### src/sv/vud_pkg.sv
package vud_pkg;

    // number of samples averaged into the baseline
    localparam int CAL_SAMPLES = 16;

    // calibration counter holds 0 .. CAL_SAMPLES
    localparam int CNT_W = $clog2(CAL_SAMPLES + 1);
    // shift that turns the sum into the average, floor(log2(CAL_SAMPLES))
    localparam int CAL_SHIFT = $clog2(CAL_SAMPLES + 1) - 1;

    // sample, limit and result field widths
    localparam int SAMPLE_W = 15;
    localparam int LIMIT_W  = 16;
    localparam int BASE_W   = 19;
    localparam int COUNT_W  = 8;

    // accumulator wide enough for CAL_SAMPLES full-scale samples
    localparam int ACC_W = SAMPLE_W + $clog2(CAL_SAMPLES);
    // signed compare width for sample against baseline plus limit
    localparam int CMP_W = ACC_W + 2;

    localparam logic signed [LIMIT_W-1:0] PEAK_START = -16'sd32000;

    localparam int NUM_AXES = 3;

    // configuration port
    localparam int NUM_REGS = 6;
    localparam int ADDR_W   = $clog2(4 * NUM_REGS);
    localparam int IDX_W    = ADDR_W - 2;
    localparam int DATA_W   = 32;

    localparam logic [IDX_W-1:0] REG_HIT_THR  = IDX_W'(0);
    localparam logic [IDX_W-1:0] REG_CRIT_THR = IDX_W'(1);
    localparam logic [IDX_W-1:0] REG_X_LIMIT  = IDX_W'(2);
    localparam logic [IDX_W-1:0] REG_Y_LIMIT  = IDX_W'(3);
    localparam logic [IDX_W-1:0] REG_Z_LIMIT  = IDX_W'(4);
    localparam logic [IDX_W-1:0] REG_DET_EN   = IDX_W'(5);

    typedef enum logic [1:0] {
        CMD_SAMPLE = 2'd0,
        CMD_CLEAR  = 2'd1,
        CMD_FLAG   = 2'd2
    } cmd_t;

endpackage

### src/sv/vibration_unbalance_detector.sv
// vibration unbalance detector
//
// input channel (in_valid / in_ready) carries one word per command: a
// three-axis absolute acceleration sample, a hit counter clear, or a write
// of the unbalance flag. every accepted word produces exactly one result
// word on the output channel (out_valid / out_ready) that reports the state
// after that command: flag, calibration status, hit sum, critical hits,
// per-axis peaks and the baseline (or the running sums while calibrating).
// out_valid rises in the cycle after acceptance; with no stall, one word per
// cycle is sustained because the whole state update is a single pass of
// compares and small adds ahead of the state registers, which also serve
// as the result register. when the receiver stalls, the result holds and
// in_ready drops until it is taken; a word can be accepted in the same
// cycle a result leaves. thresholds, limits and the detection enable sit
// behind a small apb port, written while no word is in flight.
// reset clears all state and the result register: peaks start at -32000,
// detection is enabled, all thresholds and limits are zero, and the first
// CAL_SAMPLES samples form the baseline again.
module vibration_unbalance_detector (
    input  logic                         clk,
    input  logic                         rst_n,
    // apb configuration port
    input  logic                         psel,
    input  logic                         penable,
    input  logic                         pwrite,
    input  logic [vud_pkg::ADDR_W-1:0]   paddr,
    input  logic [vud_pkg::DATA_W-1:0]   pwdata,
    output logic [vud_pkg::DATA_W-1:0]   prdata,
    output logic                         pready,
    // input words
    input  logic                         in_valid,
    output logic                         in_ready,
    input  logic [1:0]                   cmd,
    input  logic [14:0]                  sample_x,
    input  logic [14:0]                  sample_y,
    input  logic [14:0]                  sample_z,
    input  logic                         flag_value,
    // result words
    output logic                         out_valid,
    input  logic                         out_ready,
    output logic                         unbalance,
    output logic                         calibrated,
    output logic [7:0]                   hit_sum,
    output logic [7:0]                   critical_hits,
    output logic signed [15:0]           peak_x,
    output logic signed [15:0]           peak_y,
    output logic signed [15:0]           peak_z,
    output logic [18:0]                  base_x,
    output logic [18:0]                  base_y,
    output logic [18:0]                  base_z
);

    import vud_pkg::*;

    // configuration registers
    logic [COUNT_W-1:0]        hit_thr_reg;
    logic [COUNT_W-1:0]        crit_thr_reg;
    logic signed [LIMIT_W-1:0] limit_reg [NUM_AXES];
    logic                      det_en_reg;

    // detector state
    logic [CNT_W-1:0]          cal_count_reg, cal_count_next;
    logic [ACC_W-1:0]          acc_reg   [NUM_AXES];
    logic [ACC_W-1:0]          acc_next  [NUM_AXES];
    logic [SAMPLE_W-1:0]       high_reg  [NUM_AXES];
    logic [SAMPLE_W-1:0]       high_next [NUM_AXES];
    logic signed [LIMIT_W-1:0] peak_reg  [NUM_AXES];
    logic signed [LIMIT_W-1:0] peak_next [NUM_AXES];
    logic [COUNT_W-1:0]        hits_reg  [NUM_AXES];
    logic [COUNT_W-1:0]        hits_next [NUM_AXES];
    logic [COUNT_W-1:0]        crit_reg, crit_next;
    logic [COUNT_W-1:0]        sum_reg, sum_next;
    logic                      armed_reg, armed_next;
    logic                      flag_reg, flag_next;
    logic                      out_valid_reg, out_valid_next;

    // per-item working signals
    logic [SAMPLE_W-1:0]       smp       [NUM_AXES];
    logic [ACC_W-1:0]          acc_sum   [NUM_AXES];
    logic [ACC_W-1:0]          acc_avg   [NUM_AXES];
    logic signed [CMP_W-1:0]   smp_ext   [NUM_AXES];
    logic signed [CMP_W-1:0]   bound     [NUM_AXES];
    logic [NUM_AXES-1:0]       exceed;
    logic [COUNT_W-1:0]        crit_inc;
    logic                      is_cal;
    logic                      in_fire;
    logic                      cfg_write;
    logic [IDX_W-1:0]          cfg_idx;

    // apb access

    assign pready    = 1'b1;
    assign cfg_write = psel && penable && pwrite && pready;
    assign cfg_idx   = paddr[ADDR_W-1:2];

    always_comb
    begin
        unique case (cfg_idx)
            REG_HIT_THR:  prdata = DATA_W'(hit_thr_reg);
            REG_CRIT_THR: prdata = DATA_W'(crit_thr_reg);
            REG_X_LIMIT:  prdata = DATA_W'(limit_reg[0]);
            REG_Y_LIMIT:  prdata = DATA_W'(limit_reg[1]);
            REG_Z_LIMIT:  prdata = DATA_W'(limit_reg[2]);
            REG_DET_EN:   prdata = DATA_W'(det_en_reg);
            default:      prdata = '0;
        endcase
    end

    always_ff @(posedge clk or negedge rst_n)
    begin
        if (!rst_n)
        begin
            hit_thr_reg  <= '0;
            crit_thr_reg <= '0;
            limit_reg[0] <= '0;
            limit_reg[1] <= '0;
            limit_reg[2] <= '0;
            det_en_reg   <= 1'b1;
        end
        else if (cfg_write)
        begin
            unique case (cfg_idx)
                REG_HIT_THR:  hit_thr_reg  <= pwdata[COUNT_W-1:0];
                REG_CRIT_THR: crit_thr_reg <= pwdata[COUNT_W-1:0];
                REG_X_LIMIT:  limit_reg[0] <= $signed(pwdata[LIMIT_W-1:0]);
                REG_Y_LIMIT:  limit_reg[1] <= $signed(pwdata[LIMIT_W-1:0]);
                REG_Z_LIMIT:  limit_reg[2] <= $signed(pwdata[LIMIT_W-1:0]);
                REG_DET_EN:   det_en_reg   <= pwdata[0];
                default:      ;
            endcase
        end
    end

    // handshake: the state registers double as the result register, so a
    // new word may enter whenever the current result is gone or leaving

    assign in_ready  = !out_valid_reg || out_ready;
    assign in_fire   = in_valid && in_ready;
    assign out_valid = out_valid_reg;

    assign is_cal = (cal_count_reg >= CNT_W'(CAL_SAMPLES));

    assign smp[0] = sample_x;
    assign smp[1] = sample_y;
    assign smp[2] = sample_z;

    // per-axis arithmetic, axes are independent
    always_comb
    begin
        for (int a = 0; a < NUM_AXES; a++)
        begin
            acc_sum[a] = acc_reg[a] + ACC_W'(smp[a]);
            acc_avg[a] = acc_sum[a] >> CAL_SHIFT;
            smp_ext[a] = $signed({{(CMP_W-SAMPLE_W){1'b0}}, smp[a]});
            // baseline plus limit, signed
            bound[a]   = $signed({2'b00, acc_reg[a]})
                       + $signed({{(CMP_W-LIMIT_W){limit_reg[a][LIMIT_W-1]}}, limit_reg[a]});
            exceed[a]  = smp_ext[a] > bound[a];
        end
    end

    assign crit_inc = crit_reg + COUNT_W'(1);

    // next state for the accepted word
    always_comb
    begin
        logic done;

        done           = 1'b0;
        cal_count_next = cal_count_reg;
        crit_next      = crit_reg;
        sum_next       = sum_reg;
        armed_next     = armed_reg;
        flag_next      = flag_reg;
        for (int a = 0; a < NUM_AXES; a++)
        begin
            acc_next[a]  = acc_reg[a];
            high_next[a] = high_reg[a];
            peak_next[a] = peak_reg[a];
            hits_next[a] = hits_reg[a];
        end

        unique case (cmd)
            CMD_SAMPLE:
            begin
                if (!is_cal)
                begin
                    // calibration: accumulate, average on the last sample
                    cal_count_next = cal_count_reg + CNT_W'(1);
                    for (int a = 0; a < NUM_AXES; a++)
                    begin
                        acc_next[a] = acc_sum[a];
                    end
                    if (cal_count_reg == CNT_W'(CAL_SAMPLES - 1))
                    begin
                        for (int a = 0; a < NUM_AXES; a++)
                        begin
                            acc_next[a]  = acc_avg[a];
                            high_next[a] = acc_avg[a][SAMPLE_W-1:0];
                        end
                    end
                end
                else
                begin
                    // peak compare is signed, the sample is zero-extended
                    for (int a = 0; a < NUM_AXES; a++)
                    begin
                        if ($signed({1'b0, smp[a]}) > peak_reg[a])
                        begin
                            peak_next[a] = $signed({1'b0, smp[a]});
                        end
                    end

                    if ((|exceed) && armed_reg)
                    begin
                        if ((crit_inc >= crit_thr_reg) && det_en_reg)
                        begin
                            // latch unbalance and start over
                            for (int a = 0; a < NUM_AXES; a++)
                            begin
                                hits_next[a] = '0;
                            end
                            crit_next  = '0;
                            flag_next  = 1'b1;
                            armed_next = 1'b0;
                        end
                        else
                        begin
                            crit_next = crit_inc;
                        end
                    end
                    else
                    begin
                        // priority chain, x before y before z, new high first
                        for (int a = 0; a < NUM_AXES; a++)
                        begin
                            if (!done)
                            begin
                                if (smp[a] > high_reg[a])
                                begin
                                    high_next[a] = smp[a];
                                    hits_next[a] = hits_reg[a] + COUNT_W'(1);
                                    done         = 1'b1;
                                end
                                else if (exceed[a])
                                begin
                                    hits_next[a] = hits_reg[a] + COUNT_W'(2);
                                    done         = 1'b1;
                                end
                            end
                        end
                    end

                    sum_next = hits_next[0] + hits_next[1] + hits_next[2];
                    if (sum_next > hit_thr_reg)
                    begin
                        armed_next = 1'b1;
                    end
                end
            end
            CMD_CLEAR:
            begin
                for (int a = 0; a < NUM_AXES; a++)
                begin
                    hits_next[a] = '0;
                    high_next[a] = acc_reg[a][SAMPLE_W-1:0];
                end
                crit_next  = '0;
                armed_next = 1'b0;
            end
            CMD_FLAG:
            begin
                flag_next = flag_value;
            end
            default:
            begin
                // unused command, state unchanged
            end
        endcase
    end

    always_comb
    begin
        if (in_fire)
        begin
            out_valid_next = 1'b1;
        end
        else if (out_ready)
        begin
            out_valid_next = 1'b0;
        end
        else
        begin
            out_valid_next = out_valid_reg;
        end
    end

    always_ff @(posedge clk or negedge rst_n)
    begin
        if (!rst_n)
        begin
            out_valid_reg <= 1'b0;
            cal_count_reg <= '0;
            crit_reg      <= '0;
            sum_reg       <= '0;
            armed_reg     <= 1'b0;
            flag_reg      <= 1'b0;
            for (int a = 0; a < NUM_AXES; a++)
            begin
                acc_reg[a]  <= '0;
                high_reg[a] <= '0;
                peak_reg[a] <= PEAK_START;
                hits_reg[a] <= '0;
            end
        end
        else
        begin
            out_valid_reg <= out_valid_next;
            if (in_fire)
            begin
                cal_count_reg <= cal_count_next;
                crit_reg      <= crit_next;
                sum_reg       <= sum_next;
                armed_reg     <= armed_next;
                flag_reg      <= flag_next;
                for (int a = 0; a < NUM_AXES; a++)
                begin
                    acc_reg[a]  <= acc_next[a];
                    high_reg[a] <= high_next[a];
                    peak_reg[a] <= peak_next[a];
                    hits_reg[a] <= hits_next[a];
                end
            end
        end
    end

    // result word straight from the state registers

    assign unbalance     = flag_reg;
    assign calibrated    = is_cal;
    assign hit_sum       = sum_reg;
    assign critical_hits = crit_reg;
    assign peak_x        = peak_reg[0];
    assign peak_y        = peak_reg[1];
    assign peak_z        = peak_reg[2];
    assign base_x        = BASE_W'(acc_reg[0]);
    assign base_y        = BASE_W'(acc_reg[1]);
    assign base_z        = BASE_W'(acc_reg[2]);

`ifndef ASSERT_OFF
    // a stalled result must not change under the receiver
    assert property (@(posedge clk) disable iff (!rst_n)
        (out_valid_reg && !out_ready) |=>
            ($stable(crit_reg) && $stable(sum_reg) && $stable(flag_reg)
             && $stable(cal_count_reg)))
        else $error("result changed while stalled");

    // every accepted word yields a result in the next cycle
    assert property (@(posedge clk) disable iff (!rst_n)
        in_fire |=> out_valid_reg)
        else $error("accepted word produced no result");

    // calibration completes once and stays complete
    assert property (@(posedge clk) disable iff (!rst_n)
        !$fell(is_cal))
        else $error("calibration status dropped");

    // counters stay clear until the baseline exists
    assert property (@(posedge clk) disable iff (!rst_n)
        !is_cal |-> (crit_reg == '0 && hits_reg[0] == '0
                     && hits_reg[1] == '0 && hits_reg[2] == '0))
        else $error("hit counters moved before calibration");

    // a latch from a sample always clears the critical count
    assert property (@(posedge clk) disable iff (!rst_n)
        (in_fire && cmd == CMD_SAMPLE) ##1 $rose(flag_reg) |-> (crit_reg == '0))
        else $error("critical count not cleared on latch");
`endif

endmodule

### config.mk
export PLATFORM = sky130hd
export DESIGN_NAME = vibration_unbalance_detector
export DESIGN_NICKNAME = d
export VERILOG_FILES = /design/src/sv/vud_pkg.sv /design/src/sv/vibration_unbalance_detector.sv
export SDC_FILE = /design/constraint.sdc
export NUM_CORES = 1
export LEC_CHECK = 0
export BUFFER_PORTS_ARGS = -buffer_cell sky130_fd_sc_hd__buf_4
export CORE_MARGIN = 2
export CORE_UTILIZATION = 45
export DETAILED_ROUTE_END_ITERATION = 12
export GPL_TIMING_DRIVEN = 0
export SLEW_MARGIN = 20
export SYNTH_ARGS = -nofsm -noshare
export SYNTH_HDL_FRONTEND = slang
export SYNTH_SLANG_ARGS = --single-unit
### constraint.sdc
create_clock -name clk -period 18.15 [get_ports clk]
set_clock_uncertainty 0.15 [all_clocks]
set_input_delay 0.9075 -clock clk [delete_from_list [all_inputs] [get_ports clk]]
set_output_delay 0.9075 -clock clk [all_outputs]
set_load 0.02 [all_outputs]
Word level (Yosys, flattened, before mapping):

Index checks and enable logic that the tools add are counted.

* bits in registers: 263
* bits in latches: 0
* RAM bits: 0
* memory bits (read-only): 0
* bits of input ports: 92
* output and inout port bits: 158
* logic and storage cells: 155
* memories kept: 0

* $add $sub $neg: 16
* multiply operators: 0
* divide/modulo/power cells: 0
* magnitude comparators: 12
* equality and inequality tests: 20
* shift operators: 0
* multiplexer cells: 51
* bitwise logic cells: 1
* reduce and logical (&&, ||, !) cells: 31

Operator list (number)
* $pmux W32 S6: 1
* $mux W45: 3
* $mux W24: 5
* $pmux W45 S2: 1
* $mux W8: 11
* $mux W15: 5
* $add A20 B16 Y21: 3
* $gt A16 B21 Y1: 3
* $add A19 B15 Y19: 3
* $mux W57: 1
* $gt A16 B16 Y1: 3
* $pmux W24 S2: 1
* $gt A15 B15 Y1: 3
* $add A8 B1 Y8 const B: 4
* $ne A3 B3 Y1 const B: 9
* $add A8 B2 Y8 const B: 3
* $mux W1: 20
* $add A8 B8 Y8: 2
* $pmux W8 S2: 1
* $reduce_and A4 Y1: 4
* $reduce_and A5 Y1: 3
* $reduce_and A2 Y1: 6
* $reduce_and A6 Y1: 2
* $reduce_and A3 Y1: 3
* other kinds (20): 31

Logic depth before layout (Yosys ltp):

Gate-level depths: netlist of run 1.

* depth after elaboration: 21
* depth in mapped cells: 43
* gate-level depth less buffers: 43

Worst setup path after synthesis of run 1:

OpenSTA, ideal clock, no wires.

* kind: flip-flop to flip-flop
* start: register acc_reg (netlist bit base_x[0])
* end: register armed_reg
* setup time: 0.142 ns
* arrival time: 7.562 ns
* required time: 17.858 ns
* setup slack: 10.296 ns
* cell stages (with the launch flop): 43
* buffers on the path: 2
* period minus slack after synthesis: 7.854 ns
* cells stage by stage: dfrtp_1 > ha_1 > inv_1 > fa_1 > nand2b_1 > a21oi_1 > o41ai_2 > nor2_1 > nor2_1 > nor2b_1 > o21ai_0 > nand2b_1 > a21o_1 > a21oi_1 > xor2_1 > ha_1 > a211o_1 > a221oi_1 > [7 not listed] > a32oi_1 > fa_1 > inv_1 > ha_1 > fa_1 > a21oi_1 > nor2_1 > nor2_1 > o21bai_1 > a21oi_1 > xor2_1 > xnor2_1 > xnor2_1 > ha_1 > nand4_1 > nor2_1 > a211oi_1 > o32ai_1

* longest elaborated chain between the ends: 20
* elaborated cells between the ends (all ways): 29
* those cells by class: add/sub (3); order compare (2); eq/ne (2); mux (19); reduce/logical (3)

Ends and longest elaborated chain
* from (decl): RTL line vibration_unbalance_detector.sv:63 `logic [ACC_W-1:0] acc_reg [NUM_AXES];`
* from (signal, indexed assignment): RTL line vibration_unbalance_detector.sv:328 `acc_reg[a] <= acc_next[a];`
* $add A20 B16 Y21 *: RTL line vibration_unbalance_detector.sv:157 `+ $signed({{(CMP_W-LIMIT_W){limit_reg[a][LIMIT_W-1]}}, limit_reg[a]});`
* $gt A16 B21 Y1 *: RTL line vibration_unbalance_detector.sv:158 `exceed[a] = smp_ext[a] > bound[a];`
* branches (longest 18 deep; another with $add A8 B8 Y8)
* to (signal assigned): RTL line vibration_unbalance_detector.sv:324 `armed_reg <= armed_next;`
* to (decl): RTL line vibration_unbalance_detector.sv:73 `logic armed_reg, armed_next;`

Mark *: on every way between the ends. The select of a mux whose other input is x is not followed.
A chain may end at the register's enable or synchronous reset.

Worst setup path in the final report of run 1:

* start: register limit_reg[16] in the netlist's numbering
* end: register armed_reg

* longest elaborated chain between the ends: 17
* elaborated cells between the ends (all ways): 26
* those cells by class: add/sub (3); order compare (2); eq/ne (2); mux (16); reduce/logical (3)

Ends and longest elaborated chain
* from (decl): RTL line vibration_unbalance_detector.sv:58 `logic signed [LIMIT_W-1:0] limit_reg [NUM_AXES];`
* $add A20 B16 Y21 *: RTL line vibration_unbalance_detector.sv:157
* $gt A16 B21 Y1 *: RTL line vibration_unbalance_detector.sv:158
* branches (longest 15 deep; another with $add A8 B8 Y8)

Marks and branches as above.

==> impl_summary.log, run 1 <==
[metrics] Die Height: 223.3 um
[metrics] Final Critical Period: between 9000 and 10000 ps
[metrics] FFs w/ async S/R, synth: 100.0%
[metrics] unrepaired setup endpoints after global routing: false
[metrics] Net Count, Synth: ~2900
[metrics] number of failing hold endpoints at the final stage: 0
[metrics] proportion of synthesized chip area in sequential cells: between 30% and 40%
[metrics] Resized Gates After CTS: 0
[metrics] drt via density: slightly below 6
[metrics] clock root cell: clkbuf_16
[metrics] largest vdd supply drop: roughly 60 uV
[metrics] instance count after placement with tap cells included: 3350
[metrics] launching instance or port of the critical path: limit_reg[16]
[metrics] most common flop cell mapped by yosys: dfrtp_1
[metrics] share of the synthesized area in the top cell type: between 20% and 30%
[metrics] initial cell density of the core: ~45%
[metrics] reg-to-reg critical path startpoint: limit_reg[16]
[metrics] initial antenna violation count: 0
[metrics] FMAX: roughly 100 MHz
[metrics] maximum number of pins on one net before global-route repair: 83
[metrics] crit path capture type: flip-flop
[metrics] placeable core region: around 48000 um^2
[metrics] die outline area: ~50000 um^2
[metrics] sort of element at the start of the critical path: flip-flop
[metrics] max reg flops: 48
[metrics] average footprint of a synthesized cell: between 8 and 9 um^2
[metrics] status: complete, no violations
[metrics] via count of the first global-routing pass: 19610
[metrics] GR Overflow Total: 0
[metrics] type of the worst setup path: reg -> reg
[metrics] Initial DRC Count: around 1600
[metrics] total leakage power: approximately 12 nW
[metrics] wire length of the first global-routing pass: 115600 um
[metrics] met1 Usage GRT: 41.10%
[metrics] DR vias: 20220
[metrics] total clock buffers created by CTS: 36
[metrics] number of synthesized flops with an enable pin: 0
[metrics] combinational share of power: about two fifths
[metrics] switching power: around 1.0 mW
[metrics] Internal Power: 1.653 mW
[metrics] cell depth of the worst flop-to-flop path: 38
[metrics] CP max FO: 10
[metrics] proportion of total power due to net switching: slightly below 40%
[metrics] Worst Hold Class: in -> async
[metrics] remaining number of nets flagged by the antenna check after routing: 0
[metrics] Synth cell types: between 80 and 90
[metrics] DRC violations left: 0
[metrics] CP Data Arrival Time: between 9000 and 10000 ps
[metrics] Synth Cell Area: about 22000 um^2
[metrics] post-layout instance count excluding filler cells: roughly 3400
[metrics] critical path data required time: between 15000 and 20000 ps
[metrics] routing layer with the top usage in global route: met2
[metrics] number of setup buffers added after CTS: 0
[metrics] number of storage elements in the synthesis netlist: about 260
[metrics] area delta synth->final: 17.60%
[metrics] number of primary I/O pins: 250
[metrics] Final #Nets: between 3000 and 4000
[metrics] relative contribution of sequential cells to total power: between 30% and 40%
[metrics] hold-fix buffer count after cts: 0
[metrics] post-route clock period utilization: a little over half
[metrics] clock transition at the register clock pins on the worst setup and hold paths after CTS: about 60 ps
[metrics] slew at the pin closest to its max-slew limit: roughly 1100 ps
[metrics] buffers from clock root to sink, at most: 3
[metrics] clock tree from TritonCTS: built
[metrics] clock network fraction of design power: approximately 27%
[metrics] worst relative slew slack: between 20% and 30%
[metrics] met2 Track Usage GR: 47.77%
[metrics] biggest area consumer among synthesized cells: dfrtp_1
[metrics] Rows: 80
[metrics] number of warning messages in the yosys log: 0
[metrics] number of maximum-capacitance constraint violations: 0
[metrics] power per cell area: approximately 110 nW/um^2
[metrics] overall track demand over capacity in global routing: between 30% and 40%
[metrics] Crit-path slowest cell: dfrtp_1
[metrics] total wire length: approximately 75000 um
[metrics] count of port buffers added during placement: approximately 230
[metrics] clock sink count: 263
[metrics] floorplan die width: 223.3 um
[metrics] post-DR wirelength/cell: approximately 22 um
[metrics] share of post-route cells with drive strength above 1: 16.37%
[metrics] sum of negative setup slack: 0 ps
[metrics] clk_lat worst skew: between 500 and 600 ps
[metrics] max-slew violation total from the final report: 0
[metrics] GP Congestion: around 0.93
[metrics] synth top area cells: dfrtp_1 29%, ha_1 16%, o21ai_0 5.9%, mux2_2 5.5%, nand2_1 5.2%
[metrics] met3 routing resource usage after global routing: 5.505%
[metrics] placed wire-length estimate after detailed placement: approximately 59000 um
[metrics] drt first pass iters: 6
[metrics] CTS H-tree depth: 2
[metrics] number of setup violations in the final report: 0
[metrics] slowest cell delay on critical path: 540 ps
[metrics] gate count of the mapped netlist: between 2000 and 3000
## layer usage
layer | vias to the layer above | routed length (um)
met4 | 0 | 2597
li1 | 9498 | -
met5 | - | 0
met2 | 753 | 33880
met1 | 9809 | 33090
met3 | 157 | 5658
## worst paths after layout
path                                     to  slack, ps
min                              peak_z[14]        110
min in group clk           cal_count_reg[3]        320
max reg2reg                       armed_reg       8470
max                               armed_reg       8470
max in group asynchronous        det_en_reg      16520
min reg2reg                cal_count_reg[3]        320
## cell usage in the layout (no fill, tap or decap), types with 34 or more instances in the layout
cell	n
a21oi_1	159
o211ai_1	47
o21ai_0	254
a21o_1	67
clkbuf_16	37
nand2_1	298
dfrtp_1	253
clkbuf_1	77
buf_4	246
nor2_1	157
nand2b_1	44
inv_1	177
ha_1	272
nand3_1	40
xor2_1	49
mux2_2	106
mux2i_1	48
nor2b_1	34
xnor2_1	47
## synthesized netlist by cell type (all sizes together), types with 10 or more instances
cell type,number
nand2,298
nor2,158
nand3,40
inv,178
or3,12
dfrtp,253
o211ai,47
a211oi,26
o22ai,10
fa,14
xnor2,47
a31oi,11
xor2,49
dfstp,10
nand2b,44
buf,27
a22oi,18
ha,272
a21oi,159
nand4,33
mux2,107
a21o,69
nor2b,34
o31ai,10
o21a,24
clkbuf,72
nor3,27
mux2i,48
and3,20
o21ai,256
## critical path: cells and delay by family, from the launching register on
| family | cells | cell delay (ps) |
|---|---|---|
| AOI/OAI and AO/OA | 16 | 3810 |
| adders and majority gates | 7 | 2190 |
| and+or+nand+nor | 8 | 1420 |
| xor gates and xnor gates | 4 | 890 |
| buffers and inverters | 3 | 530 |
| DFF | 1 | 540 |
## area by class of cell
class,count,area [um^2]
Fill cell,4511,22190
Multi-Input combinational cell,1961,13940
Sequential cell,263,6594
Timing Repair Buffer,234,1822
Clock buffer,53,1086
Tap cell,615,769.5
Inverter,178,668.1
Buffer,99,455.4
Clock inverter,10,113.9
Antenna cell,1,2.502
## power by group through the flow
stage	logic [mW]	clock network [mW]	registers (mW)
2_1_floorplan	0.679	0	0.884
3_3_place_gp	1.07	0	0.854
3_5_place_dp	1.11	0	0.860
4_1_cts	1.12	0.746	0.850
5_1_grt	1.26	0.767	0.869
6_report	1.11	0.734	0.852
## cell families after synthesis
| family | count (synthesis) | share of synthesized area [%] |
|---|---|---|
| adders and majority gates | 286 | 17.02 |
| DFF | 263 | 30.47 |
| and+or+nand+nor | 711 | 15.19 |
| AOI/OAI and AO/OA | 712 | 20.42 |
| other | 1 | 0.01733 |
| buffers and inverters | 277 | 5.191 |
| muxes | 155 | 7.804 |
| xor gates and xnor gates | 96 | 3.885 |
## per-stage QoR
step	hold slack, ps	instance area (um^2)	utilization (%)	worst slack [ps]	power, mW
after floorplan	288.2	21640	-	10300	1.563
after global placement	305.0	24130	50.65	8638	1.928
after detailed placement	309.9	24250	50.90	8674	1.968
after CTS	137.0	25450	53.41	8599	2.713
after global routing	150.7	25450	53.41	7857	2.895
final	114.3	25450	53.42	8469	2.696
Note: power is estimated with default switching activity, not from simulation.
==> inputs of run 2 (changes only) <==
ABC_AREA = 1   (was not set)
clock period = 9.75 ns   (was 18.15 ns; I/O delays follow)
==> impl_summary.log, run 2 <==
[metrics] post-route clock period utilization: 85.58% (was 53.34%)
[metrics] leading cell type by number of instances after synthesis: nand2_1 (unchanged)
[metrics] FFs w/ async S/R, synth: 100.0% (unchanged)
[metrics] post-DR wirelength/cell: 20.70 um (was 22.03 um)
[metrics] Die Height: 228.0 um (was 223.3 um)
[metrics] total leakage power: 13.83 nW (was 12.44 nW)
[metrics] number of setup buffers added after CTS: 0 (unchanged)
[metrics] Synth cell types: 71 (was 86)
[metrics] floorplan die width: 228.0 um (was 223.3 um)
[metrics] initial cell density of the core: 45.26% (was 45.43%)
[metrics] most common flop cell mapped by yosys: dfrtp_1 (unchanged)
[metrics] number of failing hold endpoints at the final stage: 0 (unchanged)
[metrics] FMAX: 119.8 MHz (was 103.3 MHz)
[metrics] proportion of synthesized chip area in sequential cells: 29.22% (was 30.47%)
[metrics] placeable core region: 49860 um^2 (was 47650 um^2)
[metrics] clock transition at the register clock pins on the worst setup and hold paths after CTS: 60 ps (about the same)
[metrics] clock sink count: 263 (unchanged)
[metrics] simple-gate share of the synthesized area: 21.65% (was 15.19%)
[metrics] CTS H-tree depth: 2 (unchanged)
[metrics] total wire length: 83860 um (was 75230 um)
[metrics] post-synthesis adder-cell area fraction: 16.32% (was 17.02%)
[metrics] worst relative slew slack: 17.31% (was 27.77%)
[metrics] type of the worst setup path: reg -> reg (unchanged)
[metrics] initial antenna violation count: 0 (unchanged)
[metrics] multiplexer area fraction after synthesis: 0.04435% (was 7.804%)
[metrics] number of setup violations in the final report: 0 (unchanged)
[metrics] biggest area consumer among synthesized cells: dfrtp_1 (unchanged)
[metrics] final antenna diode count: 0 (was 1)
[metrics] most common library cells after synthesis: 775 x nand2_1, 456 x inv_1, 272 x ha_1 (was 298 x nand2_1, 272 x ha_1, 255 x o21ai_0)
[metrics] most used cell, CP: nand2_1
[metrics] drt via density: 5.559 (was 5.922)
[metrics] Rows: 82 (was 80)
[metrics] Synth Cell Area: 22570 um^2 (was 21640 um^2)
[metrics] Final Critical Period: 8345 ps (was 9681 ps)
[metrics] GR Overflow Total: 0 (unchanged)
[metrics] slowest cell delay on critical path: 560 ps (was 540 ps)
[metrics] sort of element at the start of the critical path: flip-flop (unchanged)
[metrics] via count of the first global-routing pass: 21630 (was 19610)
[metrics] DR vias: 22520 (was 20220)
[metrics] wire length of the first global-routing pass: 127500 um (was 115600 um)
[metrics] die outline area: 51960 um^2 (was 49870 um^2)
[metrics] number of warning messages in the yosys log: 0 (unchanged)
[metrics] synth top area cells: dfrtp_1 28%, ha_1 15%, nand2_1 13%, inv_1 7.6%, o21ai_0 5.4% (was dfrtp_1 29%, ha_1 16%, o21ai_0 5.9%, mux2_2 5.5%, nand2_1 5.2%)
[metrics] buffers from clock root to sink, at most: 3 (unchanged)
[metrics] number of maximum-capacitance constraint violations: 0 (unchanged)
[metrics] Final Power: 5.577 mW (was 2.696 mW)
[metrics] area delta synth->final: 17.06% (was 17.60%)
[metrics] max reg flops: 48 (unchanged)
[metrics] clock root cell: clkbuf_16 (unchanged)
[metrics] placed standard-cell area: 25230 um^2 (was 24250 um^2)
[metrics] remaining number of nets flagged by the antenna check after routing: 0 (unchanged)
[metrics] count of port buffers added during placement: 230 (was 229)
[metrics] critical path data required time: 10030 ps (was 18410 ps)
[metrics] gate count of the mapped netlist: 3082 (was 2501)
[metrics] dominant combinational cell family by area after synthesis: simple AND/OR/NAND/NOR gates (was compound AO/OA/AOI/OAI gates)
[metrics] average footprint of a synthesized cell: 7.323 um^2 (was 8.654 um^2)
[metrics] Final #Nets: 3731 (was 3151)
[metrics] clk_lat worst skew: 570 ps (was 560 ps)
[metrics] Net Count, Synth: 3460 (was 2879)
[metrics] largest vdd supply drop: 152.3 uV (was 59.45 uV)
[metrics] most frequent cells in the layout: 775 x nand2_1, 456 x inv_1, 272 x ha_1 (was 298 x nand2_1, 272 x ha_1, 254 x o21ai_0)
[metrics] sum of negative setup slack: 0 ps (unchanged)
[metrics] placed wire-length estimate after detailed placement: 66020 um (was 59070 um)
[metrics] slew at the pin closest to its max-slew limit: 1236 ps (was 1083 ps)
[metrics] cell family contributing the most delay on the critical path: simple AND/OR/NAND/NOR gates (was compound AO/OA/AOI/OAI gates)
[metrics] Crit-path slowest cell: fa_1 (was dfrtp_1)
[metrics] Worst Hold Class: in -> reg (was in -> async)
[metrics] GP Congestion: 0.9732 (was 0.9266)
[metrics] Initial DRC Count: 2030 (was 1556)
[metrics] power per cell area: 211.1 nW/um^2 (was 105.9 nW/um^2)
[metrics] total clock buffers created by CTS: 34 (was 36)
[metrics] DRC violations left: 0 (unchanged)
[metrics] Final Hold Slack: 55.91 ps (was 114.3 ps)
[metrics] CP Buf/Inv Count: 4 (was 3)
[metrics] maximum number of pins on one net before global-route repair: 91 (was 83)
[metrics] share of the synthesized area in the top cell type: 28.05% (was 29.25%)
[metrics] status: complete, no violations (unchanged)
[metrics] number of primary I/O pins: 250 (unchanged)
[metrics] number of storage elements in the synthesis netlist: 263 (unchanged)
[metrics] Synth Area in Compound Gates: 18.61% (was 20.42%)
[metrics] commonest non-fill, non-tap cell in the layout: nand2_1 (unchanged)
[metrics] drt first pass iters: 5 (was 6)
[metrics] CP max FO: 7 (was 10)
[metrics] max-slew violation total from the final report: 0 (unchanged)
[metrics] number of synthesized flops with an enable pin: 0 (unchanged)
[metrics] share of the synthesized netlist area taken by xor and xnor gates: 3.997% (was 3.885%)
[metrics] Finished Cell Area: 26420 um^2 (was 25450 um^2)
[metrics] clock tree from TritonCTS: built (unchanged)
[metrics] share of post-route cells with drive strength above 1: 12.25% (was 16.37%)
[metrics] unrepaired setup endpoints after global routing: false (unchanged)
[metrics] overall track demand over capacity in global routing: 31.73% (was 30.09%)
[metrics] crit path capture type: flip-flop (unchanged)
[metrics] CP Data Arrival Time: 8620 ps (was 9950 ps)
[run 2: cell types whose count changed in the layout (fill, tap and decap cells not counted), moves of 47 or more]
cell     delta
nand3_1    +72
nand2_1   +477
inv_1     +279
a21o_1     -62
mux2_2    -106
mux2i_1    -47
[run 2: repair_timing]
item / 4_1_cts / 5_1_grt
setup endpoints to repair: 0 / 0
endpoints found under the hold margin: 84 / 0
gates resized for setup: 0 / 0
hold buffers: 2 / 0
[run 2: area by class of cell]
class,instances,area (um^2)
Clock inverter,17,244.0
Fill cell,4962,23440
Sequential cell,263,6594
Multi-Input combinational cell,2258,13690
Timing Repair Buffer,235,1837
Tap cell,672,840.8
Inverter,473,1794
Clock buffer,45,922.1
Buffer,88,498.0
[run 2: cell families after synthesis]
logic type	count (synthesis)
multiplexers	1
flip-flops	263
buffers and inverters	561
adder cells (fa/ha/maj)	286
AO/OA/AOI/OAI	693
XOR/XNOR	103
other	1
AND/OR/NAND/NOR	1174
[run 2: final timing paths]
kind | startpoint | endpoint | slack, ps | depth (start not counted)
max | limit_reg[34] | armed_reg | 1410 | 46
min | out_ready | out_valid | 60 | 4
min reg2reg | cal_count_reg[3] | cal_count_reg[3] | 330 | 1
max reg2reg | limit_reg[34] | armed_reg | 1410 | 46
min in group asynchronous | rst_n | peak_z[1] | 400 | 3
max in group asynchronous | rst_n | det_en_reg | 7730 | 5
[run 2: metrics by stage]
step                      instances  setup slack, ps  utilization (%)
final                          4051             1405            52.99
after global routing           4051            536.3            52.99
after CTS                      4051             1463            52.99
after detailed placement       3987             1525            50.61
after global placement         3984             1615            50.41
after floorplan                3082             2724                -
[run 2: layer usage]
layer	share of wire [%]	up-vias	wire length [um]	track usage [%]
met2	44	807	36880	49.28
met3	7.7	149	6482	6.425
met4	3.7	0	3107	11.54
met5	0	-	0	0
met1	45	10750	37390	43.77
li1	-	10820	-	-
[run 2: worst min-delay path: cells and delay by family]
kind | cells | cell delay (ps)
and+or+nand+nor | 2 | 140
buffers and inverters | 2 | 110
[run 2: where the power goes]
part / leakage (nW) / switching (mW) / internal, mW / total (mW)
combinational: 9.95 / 1.60 / 0.986 / 2.59
clock: 0.561 / 0.554 / 0.807 / 1.36
sequential: 3.31 / 0.266 / 1.36 / 1.63
